File: src/sv/rrw_pkg.sv
// ----------------------------------------------------------------------------
// rrw_pkg
// shared constants, register codes and sequencer states of the rescaled range
// window block
// ----------------------------------------------------------------------------
package rrw_pkg;

    localparam int MAX_SAMPLES_DEF = 512;
    localparam int PRICE_BITS_DEF  = 24;

    localparam int WL_BITS    = 9;
    localparam int N_BITS     = 10;
    localparam int SEEN_BITS  = 10;
    localparam int RATIO_BITS = 32;
    localparam int FRAC_BITS  = 16;

    localparam logic [WL_BITS-1:0] WL_RESET = 9'd200;

    localparam int APB_ADDR_BITS = 3;
    localparam int APB_DATA_BITS = 32;

    // register indexes (paddr[2])
    localparam logic [0:0] REG_WINDOW_LENGTH = 1'b0;

    typedef enum logic [2:0] {
        S_IDLE,
        S_PASS1,
        S_PASS2,
        S_MUL,
        S_SQR,
        S_ROOT,
        S_DIV,
        S_DONE
    } t_state;

endpackage

File: src/sv/rrw_apb.sv
// ----------------------------------------------------------------------------
// rrw_apb
// apb register port holding the window length
// ----------------------------------------------------------------------------
module rrw_apb (
    input  logic                              i_clk,
    input  logic                              i_rst_n,
    input  logic                              psel,
    input  logic                              penable,
    input  logic                              pwrite,
    input  logic [rrw_pkg::APB_ADDR_BITS-1:0] paddr,
    input  logic [rrw_pkg::APB_DATA_BITS-1:0] pwdata,
    output logic [rrw_pkg::APB_DATA_BITS-1:0] prdata,
    output logic                              pready,
    output logic [rrw_pkg::WL_BITS-1:0]       o_window_length
);

    logic [rrw_pkg::WL_BITS-1:0] r_wl;
    logic [rrw_pkg::WL_BITS-1:0] n_wl;
    logic                        hit;

    assign hit    = (paddr[rrw_pkg::APB_ADDR_BITS-1:2] == rrw_pkg::REG_WINDOW_LENGTH);
    assign pready = 1'b1;

    always_comb begin
        n_wl = r_wl;
        if (psel && penable && pwrite && hit) begin
            n_wl = pwdata[rrw_pkg::WL_BITS-1:0];
        end
    end

    always_ff @(posedge i_clk) begin
        if (!i_rst_n) begin
            r_wl <= rrw_pkg::WL_RESET;
        end else begin
            r_wl <= n_wl;
        end
    end

    assign prdata = hit ? {{(rrw_pkg::APB_DATA_BITS-rrw_pkg::WL_BITS){1'b0}}, r_wl}
                        : '0;
    assign o_window_length = r_wl;

endmodule

File: config.mk
export PLATFORM = sky130hd
export DESIGN_NAME = rrw_apb
export DESIGN_NICKNAME = d
export VERILOG_FILES = /design/src/sv/rrw_pkg.sv /design/src/sv/rrw_apb.sv
export SDC_FILE = /design/constraint.sdc
export NUM_CORES = 1
export LEC_CHECK = 0
export BUFFER_PORTS_ARGS = -buffer_cell sky130_fd_sc_hd__buf_2
export CAP_MARGIN = 0
export CELL_PAD_IN_SITES_DETAIL_PLACEMENT = 0
export CELL_PAD_IN_SITES_GLOBAL_PLACEMENT = 1
export CORE_MARGIN = 2
export CORE_UTILIZATION = 21
export DETAILED_ROUTE_END_ITERATION = 10
export PLACE_DENSITY_LB_ADDON = 0.15
export REMOVE_ABC_BUFFERS = 1
export SYNTH_ARGS = -nofsm -noshare
export SYNTH_HDL_FRONTEND = slang
export SYNTH_SLANG_ARGS = --single-unit
File: constraint.sdc
create_clock -name i_clk -period 1.3 [get_ports i_clk]
set_clock_uncertainty 0.1 [all_clocks]
set_input_delay 0.13 -clock i_clk [delete_from_list [all_inputs] [get_ports i_clk]]
set_output_delay 0.13 -clock i_clk [all_outputs]
set_load 0.1 [all_outputs]
### After elaboration in Yosys (flattened, before gate mapping)

Index checks and enable logic that the tools add are counted.

* multiplexer cells: 1
* divide/modulo/power cells: 0
* reduce and logical (&&, ||, !) cells: 3
* bitwise logic cells: 1
* shift operators: 0
* multipliers: 0
* $add $sub $neg: 0
* equal/unequal tests: 0
* magnitude comparators: 0

Operator list (number)
* 9-bit two-way mux: 1
* 1-bit logical AND: 3
* 1-bit inverter: 1

* bits in read-only memories: 0
* register bits after elaboration: 9
* input bits: 40
* output and inout port bits: 42
* logic and storage cells: 6
* memory bits (writable): 0
* memories kept: 0
* latch bits: 0

### Longest topological paths before layout

Gate-level depths: netlist of the first run.

* depth in word-level cells: 3
* mapped depth: 4
* mapped depth without buffers: 2

### Worst setup path before layout of the first run

Ideal clock, no wire load.

* path type: reg-to-output
* from: register r_wl, in the netlist o_window_length[3]
* to: output prdata[3] in the netlist's numbering
* required time: 1.070 ns
* path buffers: 0
* path slack: -0.478 ns
* cell stages (with the launch flop): 2
* data arrival time: 1.548 ns
* cell sequence: dfxtp_1 > and2b_2

* longest elaborated chain between the ends: 1

Ends and longest elaborated chain
* start, declared: RTL line rrw_apb.sv:18 `logic [rrw_pkg::WL_BITS-1:0] r_wl;`
* start signal, assigned: RTL line rrw_apb.sv:34 `r_wl <= rrw_pkg::WL_RESET;`
* start signal, assigned: RTL line rrw_apb.sv:36 `r_wl <= n_wl;`
* 9-bit two-way mux: RTL line rrw_apb.sv:40 `assign prdata = hit ? {{(rrw_pkg::APB_DATA_BITS-rrw_pkg::WL_BITS){1'b0}}, r_wl}`
* end, declared: RTL line rrw_apb.sv:13 `output logic [rrw_pkg::APB_DATA_BITS-1:0] prdata,`

No other way between the ends.

### Final worst setup path of the first run

* from: register r_wl, in the netlist o_window_length[2]
* to: output prdata[2] in the netlist's numbering

The elaborated chain is that of the path after synthesis.

==> results of run 1 <==
cell type report:
| cell class | count | area share, % |
|---|---|---|
| clock buffers | 4 | 2.500 |
| multi-input cells | 61 | 33.45 |
| flip-flops and latches | 9 | 17.74 |
| well taps | 33 | 3.929 |
| repair buffers | 34 | 42.38 |
power by group through the flow:
stage	logic, mW	clock network [mW]	registers (mW)
5_1_grt	0.549	0.246	0.291
2_1_floorplan	0.388	0	0.336
6_report	0.532	0.221	0.290
3_5_place_dp	0.533	0	0.296
3_3_place_gp	0.532	0	0.296
4_1_cts	0.533	0.232	0.289
repair_timing:
| item | in CTS | in global routing |
|---|---|---|
| endpoints found under the hold margin | 0 | 0 |
| hold buffers | 0 | 0 |
| gates resized for setup | 0 | 5 |
| setup endpoints to repair | 0 | 5 |
| buffers inserted | 0 | 0 |
layer usage:
| metal | part of all wire (%) | GRT usage [%] |
|---|---|---|
| met5 | 0 | 0 |
| met3 | 12 | 3.930 |
| met4 | 0 | 3.810 |
| met2 | 48 | 12.87 |
| met1 | 40 | 9.567 |
logic make-up (layout without fill, tap and decap cells):
kind of cell	after synthesis	count (layout)
buffers and inverters	27	38
flip-flops	9	9
multiplexers	9	9
other	2	24
AND/OR/NAND/NOR	28	28
how the worst max path moves through the flow:
stage	startpoint	endpoint	slack, ns	depth (start not counted)
floorplan	o_window_length[3]	prdata[3]	-0.48	1
global placement	paddr[2]	o_window_length[0]	0.17	4
detailed placement	paddr[2]	o_window_length[2]	0.15	4
CTS	o_window_length[0]	prdata[0]	0.03	2
global route	o_window_length[5]	prdata[5]	0.006	2
finish	o_window_length[2]	prdata[2]	0.05	2
through the flow:
| stage | area, um2 | worst slack [ns] | std cells | hold slack, ns | util, % |
|---|---|---|---|---|---|
| 2_1_floorplan | 531.8 | -0.4784 | 70 | 0.1721 | - |
| 3_3_place_gp | 1018 | 0.1731 | 137 | 0.2766 | 33.92 |
| 3_5_place_dp | 1018 | 0.1482 | 137 | 0.2866 | 33.92 |
| 4_1_cts | 1045 | 0.03208 | 141 | 0.003246 | 34.79 |
| 5_1_grt | 1051 | 0.006044 | 141 | 0.005351 | 35.00 |
| 6_report | 1051 | 0.05172 | 141 | 0.007186 | 35.00 |
worst max-delay path, delay by kind of cell (launching register included):
kind	cells	cell delay [ns]
buf+inv	1	0.17
flops	1	0.40
simple gates	1	0.19
cells in the final DEF, fill, tap and decap left out:
cell type / count
sky130_fd_sc_hd__clkbuf_1: 1
sky130_fd_sc_hd__nor2b_1: 6
sky130_fd_sc_hd__dfxtp_2: 5
sky130_fd_sc_hd__buf_4: 2
sky130_fd_sc_hd__and2b_2: 9
sky130_fd_sc_hd__buf_2: 14
sky130_fd_sc_hd__and4b_1: 1
sky130_fd_sc_hd__nand2_1: 12
sky130_fd_sc_hd__mux2i_1: 9
sky130_fd_sc_hd__conb_1: 24
sky130_fd_sc_hd__clkbuf_4: 3
sky130_fd_sc_hd__buf_12: 18
sky130_fd_sc_hd__dfxtp_1: 4
==> qor.log, run 1 <==
[synthesis] xor-xnor portion of the synthesized cell area 0%
[synthesis] netlist area before placement 649.4 um2
[floorplanning] vertical extent of the die 59.61 um
[synthesis] dominant combinational cell family by area after synthesis buffers and inverters
[floorplanning] Die X-Extent 59.61 um
[synthesis] Synth Area in Adders 0%
[detailed_routing] number of optimization iterations in the first detailed-route pass 2
[clock_tree] TritonCTS clock tree yes
[cells_and_area] sequential cell area in the final layout 186.4 um2
[power_and_ir_drop] worst supply voltage drop on vdd 0.3688 mV
[cells_and_area] synthesis-to-finish area growth 61.85%
[synthesis] area fraction of the dominant cell type after synthesis 27.75%
[detailed_routing] count of nets left with antenna violations after detail routing 0
[synthesis] share of the yosys chip area belonging to registers 27.75%
[synthesis] multiplexer fraction of the synthesized cell area 13.87%
[detailed_routing] total wire length after detailed routing 1.323 mm
[critical_path] worst reg-to-reg setup slack 0.55 ns
[grt] antenna violations before repair 0
[timing] setup-violating endpoint count in the final report 0
[clock_tree] CTS H-Tree Depth 1
[floorplanning] number of rows created at floorplan 20
[synthesis] biggest area consumer among synthesized cells sky130_fd_sc_hd__dfxtp_1
[power_and_ir_drop] Tot Pwr 1.043 mW
[power_and_ir_drop] Seq pwr share 27.8%
[timing] maximum clock rate 0.8011 GHz
[clock_tree] later-pin clock latency in the skew report 0.26 ns
[floorplanning] Ports 82
[synthesis] simple-gate portion of the synthesized area 26.40%
[min_path] hold crit path type in2reg
[detailed_routing] vias post-DR 508
[critical_path] launching point of the worst reg2reg path o_window_length[1]
[clock_tree] Max Buffers Root-to-Sink 2
[placement] Port-buffer cells 32
[critical_path] endpoint required time on the critical path 1.07 ns
[synthesis] most numerous cell in the Yosys netlist sky130_fd_sc_hd__buf_4
[cells_and_area] Final nets 149
[clock_tree] clock net sink count 9
[cells_and_area] number of diodes 0
[floorplanning] area of the core 3003 um2
[synthesis] synthesized netlist cell count 75
[grt] first-pass GRT wire length 2.132 mm
[synthesis] Synth cell types 11
[min_path] sink of the worst hold path o_window_length[4]
[power_and_ir_drop] internal power component 491.2 uW
[grt] via count of the first global-routing pass 496
[power_and_ir_drop] reported net switching power 551.5 uW
[synthesis] top cells by count, synth sky130_fd_sc_hd__buf_4, sky130_fd_sc_hd__nand2_1, sky130_fd_sc_hd__and2b_2, sky130_fd_sc_hd__dfxtp_1, sky130_fd_sc_hd__mux2i_1
[floorplanning] initial core utilization 21.63%
[timing] setup repair after global routing missed its margin no
[synthesis] Synth Flop Type sky130_fd_sc_hd__dfxtp_1
[clock_tree] clock transition at the register clock pins on the worst setup and hold paths after CTS 0.07 ns
[synthesis] per-instance average area after synthesis 8.658 um2
[power_and_ir_drop] portion of total power attributed to the clock network 21.2%
[timing] Final Slew Violations 0
[min_path] worst min-delay path startpoint pwdata[4]
[cells_and_area] Layout fillers 326
[critical_path] Crit Path Max Fanout 3
[synthesis] count of flip-flops with a built-in enable after synthesis 0
[cells_and_area] number of flip-flops in the largest register 9
[timing] final hold violation count 0
[clock_tree] total CTS buffers 3
[floorplanning] area of the die 3553 um2
[timing] min cycle time layout 1.248 ns
[synthesis] count of warnings emitted by yosys 0
[grt] total gr overflow 0
[detailed_routing] drc violations 0
[synthesis] count of state elements after synthesis 9
[critical_path] Critical Path Start Type register
[cells_and_area] multi-input gate area in the final layout 351.6 um2
[cells_and_area] share of cells above drive strength 1 47.22%
[synthesis] fraction of registers with async set or reset after synthesis 0%
[grt] largest net degree at the start of global routing 19
[job] number of max-cap violations 0
[power_and_ir_drop] reported leakage power 0.4904 nW
[detailed_routing] vias per std cell 3.603
[synthesis] largest cells by area after synthesis sky130_fd_sc_hd__dfxtp_1, sky130_fd_sc_hd__buf_4, sky130_fd_sc_hd__mux2i_1
[power_and_ir_drop] sw frac 52.89%
[clock_tree] Clk Tree Root Cell sky130_fd_sc_hd__clkbuf_4
[critical_path] Slowest Stage Delay on Critical Path 0.40 ns
[synthesis] complex-gate fraction of the synthesized area 0%
[critical_path] cell depth of the worst flop-to-flop path 2
[detailed_routing] starting DRC count in detailed routing 1
[critical_path] capture point of the worst reg-to-reg path o_window_length[1]
[critical_path] classification of the worst setup path reg2out
[timing] share of the clock period used by the worst path after layout 96.02%
[critical_path] master of the slowest instance on the critical path sky130_fd_sc_hd__dfxtp_1
[placement] final weighted congestion of routability-driven global placement 0.5636
[critical_path] critical-path cell list and2b_2, buf_12
[critical_path] arrival time at the worst endpoint 1.02 ns
[grt] overall global routing resource usage 8.274%
[detailed_routing] routed length per instance 9.383 um
[timing] TNS Setup 0 ns
[outcome] outcome finished clean
[power_and_ir_drop] Gate power share 51.0%
[critical_path] Critical Path End Type primary output
[min_path] cell depth of the worst hold path 3
[power_and_ir_drop] power density relative to cell area 992.1 nW/um2
[placement] DP Wirelength 1.057 mm
Note: power is estimated with default switching activity, not from simulation.
==> run 2, diff against run 1 <==
- RECOVER_POWER: default -> 50
==> run 2 against run 1 <==
Against the previous run:
- critical path type unchanged
- critical path depth unchanged
- register-to-register slack about the same
- clock power down 2%
- global-route usage unchanged
- total power down 1.0%
==> qor.log, run 2 (synthesized netlist as in run 1, its figures left out) <==
[clock_tree] later-pin clock latency in the skew report 0.25 ns
[grt] first-pass GRT wire length 2.132 mm
[power_and_ir_drop] portion of total power attributed to the clock network 21.0%
[critical_path] Worst Setup SP o_window_length[2]
[grt] via count of the first global-routing pass 496
[placement] dpl ws 0.1482 ns
[detailed_routing] drc violations 0
[outcome] outcome finished clean
[timing] share of the clock period used by the worst path after layout 95.62%
[detailed_routing] vias per std cell 3.603
[cells_and_area] share of the core filled with cells in the final layout 33.67%
[floorplanning] area of the core 3003 um2
[power_and_ir_drop] reported net switching power 546.3 uW
[timing] TNS Setup 0 ns
[placement] DP Wirelength 1.057 mm
[cells_and_area] share of cells above drive strength 1 47.22%
[critical_path] Critical Path Start Type register
[grt] overall global routing resource usage 8.274%
[power_and_ir_drop] internal power component 485.5 uW
[cells_and_area] most frequent standard cell in the layout excluding fill and tap cells sky130_fd_sc_hd__conb_1
[timing] maximum clock rate 0.8045 GHz
[clock_tree] clock net sink count 9
[timing] setup-violating endpoint count in the final report 0
[detailed_routing] count of nets left with antenna violations after detail routing 0
[floorplanning] Ports 82
[grt] total gr overflow 0
[placement] Port-buffer cells 32
[detailed_routing] max layer used met3
[cells_and_area] Layout Cells excl Fill 141
[clock_tree] clock transition at the register clock pins on the worst setup and hold paths after CTS 0.06 ns
[clock_tree] number of buffers inserted by hold repair at cts 0
[grt] largest net degree at the start of global routing 19
[detailed_routing] vias post-DR 508
[detailed_routing] routed length per instance 9.355 um
[min_path] worst min-delay path startpoint pwdata[4]
[cells_and_area] number of diodes 0
[clock_tree] Clk Tree Root Cell sky130_fd_sc_hd__clkbuf_4
[timing] setup repair after global routing missed its margin no
[detailed_routing] starting DRC count in detailed routing 0
[cells_and_area] Layout fillers 333
[timing] min cycle time layout 1.243 ns
[detailed_routing] number of optimization iterations in the first detailed-route pass 1
[clock_tree] TritonCTS clock tree yes
[detailed_routing] total wire length after detailed routing 1.319 mm
[critical_path] Critical Path End Type primary output
[critical_path] arrival time at the worst endpoint 1.01 ns
[timing] Final Slew Violations 0
[critical_path] worst reg-to-reg setup slack 0.55 ns
[power_and_ir_drop] power density relative to cell area 1021 nW/um2
[clock_tree] Max Buffers Root-to-Sink 2
[power_and_ir_drop] sw frac 52.95%
[cells_and_area] synthesis-to-finish area growth 55.68%
[floorplanning] area of the die 3553 um2
[timing] post-layout worst setup margin 0.05695 ns
[critical_path] cell depth of the worst flop-to-flop path 2
[floorplanning] initial core utilization 21.63%
[min_path] cell depth of the worst hold path 3
[critical_path] endpoint required time on the critical path 1.07 ns
[critical_path] Crit Path Max Fanout 3
[critical_path] launching point of the worst reg2reg path o_window_length[5]
[placement] placed standard-cell area 1018 um2
[critical_path] capture point of the worst reg-to-reg path o_window_length[5]
[cells_and_area] multi-input gate area in the final layout 351.6 um2
[floorplanning] Die X-Extent 59.61 um
[detailed_routing] detailed-route wire length on metal 1 531 um
[placement] placed instance count 137
[detailed_routing] met2 routed wirelength 619 um
[critical_path] classification of the worst setup path reg2out
[cells_and_area] commonest cells after routing, fill and taps aside sky130_fd_sc_hd__conb_1, sky130_fd_sc_hd__buf_12, sky130_fd_sc_hd__buf_2, sky130_fd_sc_hd__nand2_1
[cells_and_area] Final nets 149
[clock_tree] CTS H-Tree Depth 1
[cells_and_area] number of flip-flops in the largest register 9
[floorplanning] number of rows created at floorplan 20
[job] number of max-cap violations 0
[cells_and_area] post-route cell area 1011 um2
[detailed_routing] met3 wire len 167 um
[floorplanning] vertical extent of the die 59.61 um
[cells_and_area] sequential cell area in the final layout 186.4 um2
[power_and_ir_drop] reported leakage power 0.4767 nW
[power_and_ir_drop] Seq pwr share 28.0%
[clock_tree] total CTS buffers 3
[grt] antenna violations before repair 0
[placement] final weighted congestion of routability-driven global placement 0.5636
[min_path] sink of the worst hold path o_window_length[4]
[power_and_ir_drop] worst supply voltage drop on vdd 0.3644 mV
[min_path] hold crit path type in2reg
[timing] final hold violation count 0
[power_and_ir_drop] Gate power share 51.0%
## run 2: critical path, stage by stage, from the launching register on
cell	delay [ns]
sky130_fd_sc_hd__dfxtp_1	0.39
sky130_fd_sc_hd__and2b_2	0.19
sky130_fd_sc_hd__buf_12	0.17
## run 2: what timing repair did
action | in CTS | in global routing
gates resized for setup | 0 | 5
endpoints found under the setup margin | 0 | 5
setup buffers | 0 | 0
## run 2: final cells by class
class	count	area share, %
Tap cell	33	4.084
Multi-Input combinational cell	61	34.78
Timing Repair Buffer	34	40.10
Clock buffer	4	2.599
Sequential cell	9	18.44
## run 2: per-layer routing
| metal | vias up | global-route usage (%) |
|---|---|---|
| met1 | 222 | 9.567 |
| li1 | 250 | - |
| met2 | 36 | 12.87 |
| met4 | 0 | 3.810 |
| met3 | 0 | 3.930 |
| met5 | - | 0 |
## run 2: how the worst max path moves through the flow
stage,end,slack (ns),depth (start not counted)
floorplan,prdata[3],-0.48,1
global placement,o_window_length[0],0.17,4
detailed placement,o_window_length[2],0.15,4
CTS,prdata[0],0.03,2
global route,prdata[5],0.006,2
finish,prdata[2],0.06,2
## run 2: power groups by stage
stage	sequential, mW	combinational, mW	clock [mW]
6_report	0.289	0.526	0.217
5_1_grt	0.290	0.543	0.246
3_5_place_dp	0.296	0.533	0
3_3_place_gp	0.296	0.532	0
2_1_floorplan	0.336	0.388	0
4_1_cts	0.289	0.533	0.232
## run 2: stage by stage
| step | power, mW | hold WS (ns) |
|---|---|---|
| 3_3_place_gp | 0.8272 | 0.2766 |
| 5_1_grt | 1.079 | 0.005351 |
| 2_1_floorplan | 0.7244 | 0.1721 |
| 3_5_place_dp | 0.8287 | 0.2866 |
| 4_1_cts | 1.055 | 0.003246 |
| 6_report | 1.032 | 0.008419 |
